`src/rtl/rfr_pkg.sv`:
```
// package: types, character codes and helper functions for the request frame receiver
package rfr_pkg;

	localparam logic [7:0] CharQuery = 8'h3f;
	localparam logic [7:0] CharBar = 8'h7c;
	localparam logic [7:0] CharD = 8'h44;
	localparam logic [7:0] CharP = 8'h50;
	localparam logic [7:0] CharCr = 8'h0d;
	localparam logic [7:0] CharLf = 8'h0a;

	localparam int FrameLen = 10;
	localparam int CrcEndPos = 6;
	localparam logic [15:0] CrcPoly = 16'ha001;

	localparam logic [1:0] StatusOk = 2'd0;
	localparam logic [1:0] StatusLength = 2'd1;
	localparam logic [1:0] StatusFormat = 2'd2;
	localparam logic [1:0] StatusCrc = 2'd3;

	typedef struct packed {
		logic valid;
		logic [7:0] data;
	} rx_word_t;

	typedef struct packed {
		logic [1:0] status;
		logic request_kind;
		logic [7:0] unit_addr;
	} result_t;

	typedef struct packed {
		logic valid;
		result_t res;
	} result_word_t;

	function automatic logic [15:0] crc_arc_step(input logic [15:0] crc, input logic [7:0] b);
		logic [15:0] c;
		c = crc ^ {8'h00, b};
		for (int i = 0; i < 8; i++) begin
			if (c[0]) begin
				c = (c >> 1) ^ CrcPoly;
			end else begin
				c = c >> 1;
			end
		end
		return c;
	endfunction

	function automatic logic [3:0] hex_value(input logic [7:0] c);
		logic [3:0] v;
		v = 4'd0;
		if (c >= 8'h30 && c <= 8'h39) begin
			v = 4'(c - 8'h30);
		end else if (c >= 8'h41 && c <= 8'h46) begin
			v = 4'(c - 8'h37);
		end else if (c >= 8'h61 && c <= 8'h66) begin
			v = 4'(c - 8'h57);
		end
		return v;
	endfunction

endpackage

```
`src/rtl/rfr_if.sv`:
```
// interfaces: valid/ready channels for received bytes and for frame results
interface rfr_rx_if;
	logic valid;
	logic ready;
	logic [7:0] rx_byte;

	modport source (output valid, output rx_byte, input ready);
	modport sink (input valid, input rx_byte, output ready);
endinterface

interface rfr_result_if;
	logic valid;
	logic ready;
	logic [1:0] status;
	logic request_kind;
	logic [7:0] unit_addr;

	modport source (output valid, output status, output request_kind, output unit_addr,
		input ready);
	modport sink (input valid, input status, input request_kind, input unit_addr,
		output ready);
endinterface

```
`src/rtl/request_frame_receiver.sv`:
```
// top level: request frame receiver built from input register, parser and result register
//
// rx carries one received character per transfer; result carries status,
// request_kind and unit_addr, once for each LF that closes a started frame.
// status 0 ok, 1 wrong length, 2 bad format, 3 crc mismatch; kind and addr are
// zero unless ok. Bytes outside a frame, CR and the byte after an overlong
// frame give no result.
// a byte is registered in the input stage, then the parser updates its state
// and loads the result register, from which the LF's result is offered.
// throughput: one byte per cycle while the result sink does not stall; the crc
// step is a combinational byte update and the parser state advances once per byte.
// when the result sink stalls, the held result stays put; one more byte may
// wait in the input register, after which rx.ready drops until the result
// is taken.
// reset clears the byte count, crc, captured fields and both valid flags.
module request_frame_receiver #(
	parameter int BUFFER_LIMIT = 64
) (
	input  logic clk,
	input  logic arst_n,
	rfr_rx_if.sink rx,
	rfr_result_if.source result
);
	import rfr_pkg::*;

	rx_word_t word_s1;
	result_word_t parse_res;
	result_t out_res;
	logic advance;

	rfr_in_stage u_in (
		.clk(clk),
		.arst_n(arst_n),
		.in_valid(rx.valid),
		.in_byte(rx.rx_byte),
		.in_ready(rx.ready),
		.advance(advance),
		.word_s1(word_s1)
	);

	rfr_frame_parser #(.BUFFER_LIMIT(BUFFER_LIMIT)) u_parser (
		.clk(clk),
		.arst_n(arst_n),
		.word_s1(word_s1),
		.advance(advance),
		.result(parse_res)
	);

	rfr_out_stage u_out (
		.clk(clk),
		.arst_n(arst_n),
		.result(parse_res),
		.advance(advance),
		.out_valid(result.valid),
		.out_ready(result.ready),
		.out_res(out_res)
	);

	assign result.status = out_res.status;
	assign result.request_kind = out_res.request_kind;
	assign result.unit_addr = out_res.unit_addr;
endmodule

```
`src/rtl/rfr_in_stage.sv`:
```
// input register: captures one received byte per transfer
module rfr_in_stage (
	input  logic clk,
	input  logic arst_n,
	input  logic in_valid,
	input  logic [7:0] in_byte,
	output logic in_ready,
	input  logic advance,
	output rfr_pkg::rx_word_t word_s1
);
	import rfr_pkg::*;

	logic valid_s1;
	logic [7:0] byte_s1;

	assign in_ready = !valid_s1 || advance;

	always_ff @(posedge clk or negedge arst_n) begin
		if (!arst_n) begin
			valid_s1 <= 1'b0;
		end else if (in_ready) begin
			valid_s1 <= in_valid;
		end
	end

	always_ff @(posedge clk) begin
		if (in_ready && in_valid) begin
			byte_s1 <= in_byte;
		end
	end

	assign word_s1 = '{valid: valid_s1, data: byte_s1};
endmodule

```
`src/rtl/rfr_frame_parser.sv`:
```
// frame parser: byte count, running crc, captured fields and end-of-frame check
module rfr_frame_parser #(
	parameter int BUFFER_LIMIT = 64
) (
	input  logic clk,
	input  logic arst_n,
	input  rfr_pkg::rx_word_t word_s1,
	input  logic advance,
	output rfr_pkg::result_word_t result
);
	import rfr_pkg::*;

	localparam int CountW = $clog2(BUFFER_LIMIT + 1);

	logic [CountW-1:0] count_q;
	logic [15:0] crc_q;
	logic [7:0] id_q;
	logic [7:0] kind_q;
	logic [7:0] sep_q;
	logic [15:0] rcrc_q;

	logic [CountW-1:0] count_d;
	logic [15:0] crc_d;
	logic [7:0] id_d;
	logic [7:0] kind_d;
	logic [7:0] sep_d;
	logic [15:0] rcrc_d;
	logic [15:0] crc_base;
	logic [3:0] hex;
	logic [7:0] c;
	logic step;

	assign c = word_s1.data;
	assign step = word_s1.valid && advance;
	assign hex = hex_value(c);
	assign crc_base = (count_q == '0) ? 16'h0000 : crc_q;

	always_comb begin
		count_d = count_q;
		crc_d = crc_q;
		id_d = id_q;
		kind_d = kind_q;
		sep_d = sep_q;
		rcrc_d = rcrc_q;
		result.valid = 1'b0;
		result.res = '{status: StatusOk, request_kind: 1'b0, unit_addr: 8'h00};
		if (count_q == '0 && c != CharQuery) begin
			// idle, waiting for a frame start
		end else if (count_q >= CountW'(BUFFER_LIMIT)) begin
			count_d = '0;
		end else if (c == CharCr) begin
			// dropped
		end else if (c == CharLf) begin
			result.valid = 1'b1;
			count_d = '0;
			if (count_q != CountW'(FrameLen)) begin
				result.res.status = StatusLength;
			end else if (sep_q != CharBar || (kind_q != CharD && kind_q != CharP)) begin
				result.res.status = StatusFormat;
			end else if (crc_q != rcrc_q) begin
				result.res.status = StatusCrc;
			end else begin
				result.res.request_kind = (kind_q == CharP);
				result.res.unit_addr = id_q;
			end
		end else begin
			if (count_q == '0) begin
				id_d = 8'h00;
				kind_d = 8'h00;
				sep_d = 8'h00;
				rcrc_d = 16'h0000;
			end
			crc_d = crc_base;
			if (count_q < CountW'(CrcEndPos)) begin
				crc_d = crc_arc_step(crc_base, c);
			end
			if (count_q == CountW'(1) || count_q == CountW'(2)) begin
				id_d = {id_q[3:0], hex};
			end else if (count_q == CountW'(4)) begin
				kind_d = c;
			end else if (count_q == CountW'(5)) begin
				sep_d = c;
			end else if (count_q >= CountW'(CrcEndPos) && count_q < CountW'(FrameLen)) begin
				rcrc_d = {rcrc_q[11:0], hex};
			end
			count_d = count_q + CountW'(1);
		end
		if (!step) begin
			result.valid = 1'b0;
		end
	end

	always_ff @(posedge clk or negedge arst_n) begin
		if (!arst_n) begin
			count_q <= '0;
			crc_q <= 16'h0000;
			id_q <= 8'h00;
			kind_q <= 8'h00;
			sep_q <= 8'h00;
			rcrc_q <= 16'h0000;
		end else if (step) begin
			count_q <= count_d;
			crc_q <= crc_d;
			id_q <= id_d;
			kind_q <= kind_d;
			sep_q <= sep_d;
			rcrc_q <= rcrc_d;
		end
	end
endmodule

```
`src/rtl/rfr_out_stage.sv`:
```
// result register: holds one frame result until the sink takes it
module rfr_out_stage (
	input  logic clk,
	input  logic arst_n,
	input  rfr_pkg::result_word_t result,
	output logic advance,
	output logic out_valid,
	input  logic out_ready,
	output rfr_pkg::result_t out_res
);
	import rfr_pkg::*;

	logic valid_q;
	result_t res_q;

	assign advance = !valid_q || out_ready;
	assign out_valid = valid_q;
	assign out_res = res_q;

	always_ff @(posedge clk or negedge arst_n) begin
		if (!arst_n) begin
			valid_q <= 1'b0;
		end else if (advance) begin
			valid_q <= result.valid;
		end
	end

	always_ff @(posedge clk) begin
		if (advance && result.valid) begin
			res_q <= result.res;
		end
	end
endmodule
```
`src/flat_wrapper.sv`:
```
// flat-port wrapper written by rule: the top's interface ports become plain ports
module request_frame_receiver_flat import rfr_pkg::*;
#(
	parameter int BUFFER_LIMIT = 64
)
  (clk, arst_n, rx_valid, rx_rx_byte, rx_ready, result_valid, result_status, result_request_kind, result_unit_addr, result_ready);
  rfr_rx_if rx_i ();
  rfr_result_if result_i ();
  input  logic clk;
  input  logic arst_n;
  input wire logic [$bits(rx_i.valid)-1:0] rx_valid;
  input wire logic [$bits(rx_i.rx_byte)-1:0] rx_rx_byte;
  output wire logic [$bits(rx_i.ready)-1:0] rx_ready;
  output wire logic [$bits(result_i.valid)-1:0] result_valid;
  output wire logic [$bits(result_i.status)-1:0] result_status;
  output wire logic [$bits(result_i.request_kind)-1:0] result_request_kind;
  output wire logic [$bits(result_i.unit_addr)-1:0] result_unit_addr;
  input wire logic [$bits(result_i.ready)-1:0] result_ready;
  assign rx_i.valid = rx_valid;
  assign rx_i.rx_byte = rx_rx_byte;
  assign rx_ready = rx_i.ready;
  assign result_valid = result_i.valid;
  assign result_status = result_i.status;
  assign result_request_kind = result_i.request_kind;
  assign result_unit_addr = result_i.unit_addr;
  assign result_i.ready = result_ready;
  request_frame_receiver #(.BUFFER_LIMIT(BUFFER_LIMIT)) u_core (.clk(clk), .arst_n(arst_n), .rx(rx_i), .result(result_i));
endmodule
```
`config.mk`:
```
export PLATFORM = sky130hd
export DESIGN_NAME = request_frame_receiver_flat
export DESIGN_NICKNAME = d
export VERILOG_FILES = /design/src/rtl/rfr_pkg.sv /design/src/rtl/rfr_if.sv /design/src/rtl/request_frame_receiver.sv /design/src/rtl/rfr_in_stage.sv /design/src/rtl/rfr_frame_parser.sv /design/src/rtl/rfr_out_stage.sv /design/src/flat_wrapper.sv
export SDC_FILE = /design/constraint.sdc
export NUM_CORES = 1
export LEC_CHECK = 0
export ABC_AREA = 0
export BUFFER_PORTS_ARGS = -buffer_cell sky130_fd_sc_hd__buf_2
export CAP_MARGIN = 40
export CORE_MARGIN = 2
export CORE_UTILIZATION = 35
export DETAILED_ROUTE_END_ITERATION = 8
export HOLD_SLACK_MARGIN = 0.03
export SLEW_MARGIN = 10
export SYNTH_ARGS = -nofsm -noshare
export SYNTH_HDL_FRONTEND = slang
export SYNTH_HIERARCHICAL = 1
export SYNTH_SLANG_ARGS = --single-unit
```
`constraint.sdc`:
```
create_clock -name clk -period 3.35 [get_ports clk]
set_input_delay 0.67 -clock clk [delete_from_list [all_inputs] [get_ports clk]]
set_output_delay 0.67 -clock clk [all_outputs]
set_load 0.03 [all_outputs]
```
* Word-level counts from Yosys, hierarchy flattened *
Cells that the tools add are included.

storage, ports and cells
  flip-flop bits (word level) = 84
  input port bits = 12
  output and inout bits = 13
  logic and storage cells = 153

operators by class
  add/sub/neg operators = 4
  multiplexer cells = 76
  $lt $le $gt $ge = 10
  reductions and logical operators = 23
  equality and inequality tests = 14
  bitwise operators = 13

operators by type and width
  operator             count
  $mux 16              50
  $mux 8               9
  $mux 12              4
  $mux 9               3
  $ne 8x7->1 const B   3
  $not 2->3            8
  $mux 7               3
  $eq 8x4->1 const B   2
  $ge 8x7->1 const B   2
  $le 8x7->1 const B   2
  $ne 16x16->1         1
  $xor 16x8->16        1
  $eq 7x3->1 const B   2
  $mux 4               3
  $logic_and 1x1->1    9
  $eq 8x7->1 const B   1
  $ge 8x6->1 const B   1
  $le 8x6->1 const B   1
  $ne 8x6->1 const B   1
  $sub 4x3->4 const B  2
  $add 7x1->7 const B  1
  $eq 7x1->1 const B   1
  $eq 7x2->1 const B   1
  $ge 7x3->1 const B   1
  other kinds (19)     28

* Logic depth before layout (Yosys ltp) *
Gate-level depths: netlist (run 1).

  word-level depth = 55
  mapped depth = 11
  depth with buffers taken out = 8

* Cells and area by module *
The synthesis (run 1) kept the hierarchy.

modules (own cells, without submodules)
  module            cells each  seq. area each (µm²)  area each (µm²)  instances
  rfr_frame_parser  382         1,576.5               3,661.0          1
  rfr_out_stage     15          355.3                 384.1            1
  rfr_in_stage      13          265.3                 301.5            1

* Worst setup path after synthesis (run 1) *
No wires, ideal clock.

  path type = flip-flop to flip-flop
  from = reg u_core.u_in.byte_s1[0]
  to = reg u_core.u_parser.kind_q[1]
  arrival time = 2.507 ns
  setup time = 0.121 ns
  slack = 0.722 ns
  buffers on the path = 3
  cell stages (with the launch flop) = 12
  required time = 3.229 ns
  period minus slack after synthesis = 2.628 ns
  cell sequence = edfxtp_1 -> clkbuf_1 -> inv_1 -> ha_1 -> nand2_1 -> o31ai_2 -> or4_4 -> or4_1 -> buf_2 -> buf_6 -> nand3_2 -> o21ai_2

on the way
  cells in the longest elaborated chain, start to end = 4
  elaborated cells between the ends (all ways) = 8
  classes of those cells = eq/ne: 3; bitwise: 3; reduce/logical: 2

RTL lines
  what                          line                     source
  start, declared               rfr_in_stage.sv:14       logic [7:0] byte_s1;
  start signal, assigned        rfr_in_stage.sv:28       byte_s1 <= in_byte;
  $ne 8x6->1                    rfr_frame_parser.sv:47   if (count_q == '0 && c != CharQuery) begin
  $logic_and 1x1->1             rfr_frame_parser.sv:47
  $not 1->1 (no line)           -
  $reduce_and 5->1 (no line) *  -
  end signal, assigned          rfr_frame_parser.sv:105  kind_q <= kind_d;
  end, declared                 rfr_frame_parser.sv:18   logic [7:0] kind_q;

Mark *: on every way between the ends. The rest lies on a longest branch, timed or not.
A chain may end at the register's enable or synchronous reset.

* Worst setup path in the final report (run 1) *
  from = reg u_core.u_in.byte_s1[0]
  to = reg u_core.u_parser.kind_q[5]

Same word-level chain as after synthesis.

==> results of run 1 <==
[how the worst max path moves through the flow]
stage                                                        to  slack (ns)  depth (start not counted)
after floorplan           u_core/u_parser/kind_q[1]$_DFFE_PN0P_        0.72                         11
after global placement    u_core/u_parser/kind_q[6]$_DFFE_PN0P_        0.43                          8
after detailed placement  u_core/u_parser/kind_q[5]$_DFFE_PN0P_        0.39                          8
after CTS                 u_core/u_parser/kind_q[5]$_DFFE_PN0P_        0.36                          8
after global routing       u_core/u_parser/sep_q[3]$_DFFE_PN0P_        0.17                          8
final                     u_core/u_parser/kind_q[5]$_DFFE_PN0P_        0.32                          8
[routing by layer]
metal | wire (um) | up-vias | share of wire | track usage
met5 | 0 | - | 0 | 0
met4 | 110 | 0 | 0.012 | 0.05060
met3 | 294 | 9 | 0.033 | 0.03766
met2 | 4134 | 46 | 0.46 | 0.2296
met1 | 4385 | 1413 | 0.49 | 0.2091
li1 | - | 1471 | - | -
[cell usage in the layout (no fill, tap or decap), types with 3 or more instances in the layout]
cell type   netlist  final
dfrtp_1          65     65
nand2_1          51     51
o21ai_0          31     31
xnor2_1          25     25
buf_2             9     24
xor2_1           22     22
edfxtp_1         19     19
nor2_1           17     17
nand3_1          17     17
o21ai_2          16     16
a22o_1           13     13
inv_1            12     12
and2_1           10     10
clkbuf_16         0      9
buf_4             2      8
nor3_1            8      8
a21oi_1           8      8
ha_1              8      8
nor4_1            7      7
nand2b_1          5      5
or4_1             5      5
nand4_1           4      4
nand3_2           4      4
clkinvlp_4        0      3
nor2b_1           3      3
xnor3_1           3      3
mux2i_1           3      3
[kinds of logic after synthesis]
| family | count (synthesis) |
|---|---|
| buffers and inverters | 35 |
| muxes | 4 |
| xor gates and xnor gates | 50 |
| and+or+nand+nor | 148 |
| AOI/OAI and AO/OA | 81 |
| adders and majority gates | 8 |
| DFF | 84 |
[registers in the layout, summed over array words and instances (netlist names)]
name                     flops
u_core/u_parser/crc_q       16
u_core/u_parser/rcrc_q      16
u_core/u_out/out_res        11
u_core/u_in/byte_s1          8
u_core/u_parser/id_q         8
u_core/u_parser/kind_q       8
u_core/u_parser/sep_q        8
u_core/u_parser/count_q      7
u_core/u_in/valid_s1         1
u_core/u_out/out_valid       1
[where the power goes]
part | internal (mW) | total (mW) | switching [mW]
registers | 1.21 | 1.43 | 0.215
clock network | 0.590 | 1.03 | 0.442
logic | 0.613 | 1.28 | 0.668
[critical path: cells and delay by family (launching register included)]
family | cells | cell delay [ns]
simple gates | 4 | 1.73
flops | 1 | 0.54
fa+ha+maj | 1 | 0.24
compound gates | 2 | 0.20
buf+inv | 1 | 0.18
[per-stage QoR]
stage / instance area [sq um] / power, mW / utilization / cells / worst slack (ns)
4_1_cts: 4926 / 3.779 / 0.4084 / 603 / 0.3647
3_5_place_dp: 4617 / 2.718 / 0.3828 / 587 / 0.3869
5_1_grt: 4926 / 4.016 / 0.4084 / 603 / 0.1715
3_3_place_gp: 4617 / 2.700 / 0.3828 / 587 / 0.4350
6_report: 4926 / 3.742 / 0.4084 / 603 / 0.3153
2_1_floorplan: 4347 / 2.454 / - / 410 / 0.7223
[area by class of cell]
type,count,area (sq um)
multi-input cells,291,1984
flip-flops and latches,84,2197
clock buffers,9,225.2
inverters,12,45.04
fillers,1155,7136
well taps,168,210.2
repair buffers,32,180.2
clock inverters,7,83.83
==> summary.txt, run 1 <==
Outcome
  • Status: completed

Placed design
  • Final GP Congestion: 0.8689
  • HPWL Detailed: between 6 and 7 mm
  • PortBufs: 24

Synthesis
  • Synth Area in Compound Gates: 0.1301
  • Post-synthesis xor/xnor area fraction: 0.1102
  • Netlist cell types: 50
  • Mean post-synth cell area: 10.60 sq um
  • Ys async rst share: 0.7738
  • Primary FF master, synth: dfrtp_1
  • Simple-gate share of the synthesized area: 0.1836
  • Area leader, netlist: dfrtp_1
  • Syn_nets: 430
  • EDFF count, synth: 19
  • Top post-synthesis cells by area: dfrtp_1 37%, edfxtp_1 13%, xnor2_1 5.0%, xor2_1 4.4%, nand2_1 4.4%
  • Area of the mapped netlist: 4347 sq um
  • Seq/Total Area, Yosys: 0.5055
  • Combinational family with the most area after synthesis: simple AND/OR/NAND/NOR gates
  • Syn. warnings: 6
  • Post-Synth Adder-Cell Area: 0.02303
  • Post-synthesis mux area share: 0.009499
  • Commonest cells post-synth: 65 x dfrtp_1, 51 x nand2_1, 31 x o21ai_0
  • Area share of the largest cell type after synthesis: 0.3742
  • Most common cell in the synthesized netlist: dfrtp_1
  • Cell count after synthesis: between 400 and 500
  • Synthesis-stage register bit count: 84

Worst setup path
  • Critical path arrival: 3.25 ns
  • Critical path cell sequence: inv_1, ha_1, nand2_1, o31ai_2, or4_4, or4_1, nand3_1, o21ai_2
  • FF-to-FF setup slack: between 0.3 and 0.4 ns
  • Crit path capture type: flip-flop
  • CP peak stage delay: 0.84 ns
  • Critical path origin: u_core/u_in/byte_s1[0]$_DFFE_PP_
  • Max FO, Critical Path: 16
  • Worst r2r src: u_core/u_in/byte_s1[0]$_DFFE_PP_
  • CP Data Required Time: about 3.6 ns
  • Worst reg2reg path depth: 8
  • Reg-to-reg endpoint: u_core/u_parser/kind_q[5]$_DFFE_PN0P_
  • Slowest-stage cell, CP: or4_1
  • Startpoint Class: flip-flop
  • WS Path Type: reg2reg

Routing
  • Via density: 4.874
  • 1st-iter DRT viols: 188
  • Wire length per cell: 14.80 um
  • Post-Route WL: 8.925 mm
  • Antenna Nets Post-Route: 0
  • Drt first pass iters: 4
  • DRC Markers: 0
  • DR vias: between 2000 and 3000

Layout
  • N_diodes: 0
  • Final nets: between 400 and 500
  • Area Overhead vs Synth: 13.33%
  • Layout cells sized above 1: 0.1839

Pwr
  • VDD IR max: slightly below 0.3 mV
  • Power per cell area: around 760 nW/um^2
  • LEAKAGE: approximately 2.1 nW

Floorplanning
  • Initial Utilization: 0.3604
  • DIE HEIGHT: about 120 um
  • Row cnt: 40
  • Die area: 13330 sq um
  • Die width: 115.4 um
  • Core footprint: 12060 sq um
  • I/O pin cnt: 25

Timing
  • Crit share post-route: 0.9059
  • Least-Margin Pin Slew: just under 0.9 ns
  • Max Slew Vio Count: 0
  • Relative slew slack: 0.4107
  • Achievable Freq: approximately 330 MHz
  • Setup-failing EPs final: 0
  • Hold Slack: ~0.5 ns
  • Tmin final: approximately 3.0 ns
  • Post-Route Skew: approximately 0.0057 ns
  • RSZ-0062 raised after global routing: no
  • Setup TNS: 0 ns
  • Final hold violations: 0

CTS
  • CTS H-tree lvls: 3
  • Postcts setup bufs: 0
  • Post-CTS sizing: 0
  • CTS clk-pin slew, worst paths: 0.07 ns
  • CTS tree: built
  • Hold Buf Count CTS: 0
  • Clk_lat worst skew: between 0.3 and 0.4 ns
  • Total CTS buffers: 9
  • Root Buffer: clkbuf_16
  • Max Root-Sink Buffers: 2
  • Clock Sinks: 84

GRT
  • Vias in the first global route: 2893
  • First-pass GRT wire length: between 15 and 20 mm
  • Overall Global Routing Usage: 0.1502
  • Initial antenna violation count: 0
  • Remaining global-route overflow: 0
  • Largest net degree at the start of global routing: 66

Hold path
  • Hold crit path type: in2async

Flow run
  • Max_cap viols: 0
Note: power is estimated with default switching activity, not from simulation.
==> run 2: changes to the inputs <==
--- a/config.mk
+++ b/config.mk
@@ -8,8 +8,8 @@
 export ABC_AREA = 0
 export BUFFER_PORTS_ARGS = -buffer_cell sky130_fd_sc_hd__buf_2
 export CAP_MARGIN = 40
-export CORE_MARGIN = 2
-export CORE_UTILIZATION = 35
+export CORE_MARGIN = 4
+export CORE_UTILIZATION = 45
 export DETAILED_ROUTE_END_ITERATION = 8
 export HOLD_SLACK_MARGIN = 0.03
 export SLEW_MARGIN = 10
==> constraint.sdc (replaced) <==
create_clock -name clk -period 2.7 [get_ports clk]
set_input_delay 0.54 -clock clk [delete_from_list [all_inputs] [get_ports clk]]
set_output_delay 0.54 -clock clk [all_outputs]
set_load 0.03 [all_outputs]
==> summary.txt, run 2 (synthesis gave the netlist of run 1 again) <==
Worst setup path
  • CP peak stage delay: 0.59 ns (was 0.84 ns)
  • CP Data Required Time: 2.94 ns (was 3.56 ns)
  • Critical path cell sequence: and4bb_1, a2111oi_2, or4_4, or4_1, buf_4, nand3_1, o21ai_2 (was inv_1, ha_1, nand2_1, o31ai_2, or4_4, or4_1, nand3_1, o21ai_2)
  • WS Path Type: reg2reg (unchanged)
  • Startpoint Class: flip-flop (unchanged)
  • Max FO, Critical Path: 16 (unchanged)
  • Worst reg2reg path depth: 7 (was 8)
  • CP delay by family, top: simple AND/OR/NAND/NOR gates (unchanged)
  • Crit path capture type: flip-flop (unchanged)
  • Critical path arrival: 2.82 ns (was 3.25 ns)
  • Worst path depth: 7 (was 8)
  • Slowest-stage cell, CP: or4_4 (was or4_1)
  • FF-to-FF setup slack: 0.12 ns (was 0.32 ns)
  • WP buf/inv: 1 (unchanged)

Layout
  • Fillers: 843 (was 1155)
  • Area Overhead vs Synth: 14.51% (was 13.33%)
  • Commonest non-fill, non-tap cell in the layout: dfrtp_1 (unchanged)
  • Final nets: 470 (was 450)
  • FF/Latch Area: 2197 sq um (unchanged)
  • Final Instance Area: 4977 sq um (was 4926 sq um)
  • Final core utilization: 0.5336 (was 0.4084)
  • N_diodes: 0 (unchanged)
  • Area of the multi-input gates: 2011 sq um (was 1984 sq um)
  • Layout cells sized above 1: 0.2220 (was 0.1839)
  • Commonest cells after routing, fill and taps aside: 65 x dfrtp_1, 51 x nand2_1, 31 x o21ai_0 (unchanged)

Floorplanning
  • DIE HEIGHT: 106.3 um (was 115.4 um)
  • Initial Utilization: 0.4660 (was 0.3604)
  • Core footprint: 9328 sq um (was 12060 sq um)
  • Die area: 11300 sq um (was 13330 sq um)
  • Die width: 106.3 um (was 115.4 um)
  • I/O pin cnt: 25 (unchanged)
  • Row cnt: 35 (was 40)

CTS
  • Clk_lat worst skew: 0.36 ns (was 0.35 ns)
  • CTS H-tree lvls: 3 (unchanged)
  • Root Buffer: clkbuf_8 (was clkbuf_16)
  • Hold Buf Count CTS: 0 (unchanged)
  • CTS tree: built (unchanged)
  • Total CTS buffers: 9 (unchanged)
  • CTS clk-pin slew, worst paths: 0.09 ns (was 0.07 ns)
  • Clock Sinks: 84 (unchanged)
  • Max Root-Sink Buffers: 2 (unchanged)

Timing
  • Achievable Freq: 387.8 MHz (was 329.5 MHz)
  • Least-Margin Pin Slew: 0.7310 ns (was 0.8792 ns)
  • Setup-failing EPs final: 0 (unchanged)
  • Tmin final: 2.579 ns (was 3.035 ns)
  • Crit share post-route: 0.9550 (was 0.9059)
  • Setup TNS: 0 ns (unchanged)
  • Post-Route Skew: 0.009207 ns (was 0.005670 ns)
  • Relative slew slack: 0.5126 (was 0.4107)
  • Fin worst setup slack: 0.1214 ns (was 0.3153 ns)
  • Final hold violations: 0 (unchanged)
  • Max Slew Vio Count: 0 (unchanged)

GRT
  • Vias in the first global route: 3121 (was 2893)
  • First-pass GRT wire length: 16.11 mm (was 15.17 mm)
  • Largest net degree at the start of global routing: 37 (was 66)
  • Remaining global-route overflow: 0 (unchanged)
  • Overall Global Routing Usage: 0.1801 (was 0.1502)
  • Initial antenna violation count: 0 (unchanged)

Routing
  • 1st-iter DRT viols: 129 (was 188)
  • DRC Markers: 0 (unchanged)
  • Via density: 5.229 (was 4.874)
  • Wire length per cell: 15.82 um (was 14.80 um)
  • Post-Route WL: 9.240 mm (was 8.925 mm)
  • DR vias: 3054 (was 2939)
  • Antenna Nets Post-Route: 0 (unchanged)
  • Drt first pass iters: 4 (unchanged)

Pwr
  • Total Power: 4.471 mW (was 3.742 mW)
  • Power per cell area: 898.3 nW/um^2 (was 759.6 nW/um^2)
  • LEAKAGE: 2.207 nW (was 2.120 nW)
  • VDD IR max: 0.5060 mV (was 0.2895 mV)

Hold path
  • Hold crit path type: in2async (unchanged)

Placed design
  • HPWL Detailed: 6.885 mm (was 6.381 mm)
  • Place WS: 0.1003 ns (was 0.3869 ns)
  • Area of placed instances: 4736 sq um (was 4617 sq um)
  • Final GP Congestion: 0.8714 (was 0.8689)
  • PortBufs: 24 (unchanged)

Flow run
  • Max_cap viols: 0 (unchanged)

Outcome
  • Status: completed (unchanged)
[run 2: cell count changes in the layout (fill, tap and decap cells not counted), moves of 2 or more]
| cell | previous run | this run |
|---|---|---|
| buf_4 | 8 | 25 |
| clkbuf_16 | 9 | 0 |
| clkbuf_8 | 0 | 9 |
| clkinvlp_4 | 3 | 1 |
| buf_12 | 0 | 2 |
[run 2: timing repair]
item	in CTS	in global routing
gates resized for setup	0	5
endpoints found under the setup margin	0	27
buffers inserted	0	1
[run 2: report_power, final]
group	leakage, nW	total, mW	switching (mW)	internal [mW]
Sequential	1.04	1.71	0.209	1.50
Combinational	1.06	1.83	0.946	0.886
Clock	0.102	0.925	0.485	0.440
Total	2.21	4.47	1.64	2.83
[run 2: metrics by stage]
| step | std cells | hold WS, ns |
|---|---|---|
| global placement | 567 | 0.4864 |
| detailed placement | 567 | 0.4972 |
| finish | 584 | 0.2320 |
| floorplan | 410 | 0.2444 |
| global route | 584 | 0.2659 |
| CTS | 583 | 0.2407 |
[run 2: area by class of cell]
| class | count | area share |
|---|---|---|
| sequential | 84 | 0.4414 |
| multi-input combinational | 291 | 0.4040 |
| timing repair buffer | 52 | 0.07215 |
| tap | 129 | 0.03243 |
| clock buffer | 9 | 0.02489 |
| clock inverter | 7 | 0.01609 |
| inverter | 12 | 0.009050 |
[run 2: per-layer routing]
layer | GRT usage | wire length (um) | up-vias
li1 | - | - | 1504
met1 | 0.2560 | 4466 | 1470
met2 | 0.2747 | 4268 | 65
met3 | 0.03279 | 295 | 15
met4 | 0.06846 | 210 | 0
met5 | 0 | 0 | -
[run 2: path summary, 6_finish.rpt]
path,from,endpoint
min,arst_n,u_core/u_parser/id_q[7]$_DFFE_PN0P_
min reg2reg,u_core/u_parser/id_q[0]$_DFFE_PN0P_,u_core/u_parser/id_q[4]$_DFFE_PN0P_
min in group clk,rx_rx_byte[2],u_core/u_in/byte_s1[2]$_DFFE_PP_
max reg2reg,u_core/u_in/byte_s1[6]$_DFFE_PP_,u_core/u_parser/sep_q[3]$_DFFE_PN0P_
max in group asynchronous,arst_n,u_core/u_parser/crc_q[14]$_DFFE_PN0P_
max,u_core/u_in/byte_s1[6]$_DFFE_PP_,u_core/u_parser/sep_q[3]$_DFFE_PN0P_
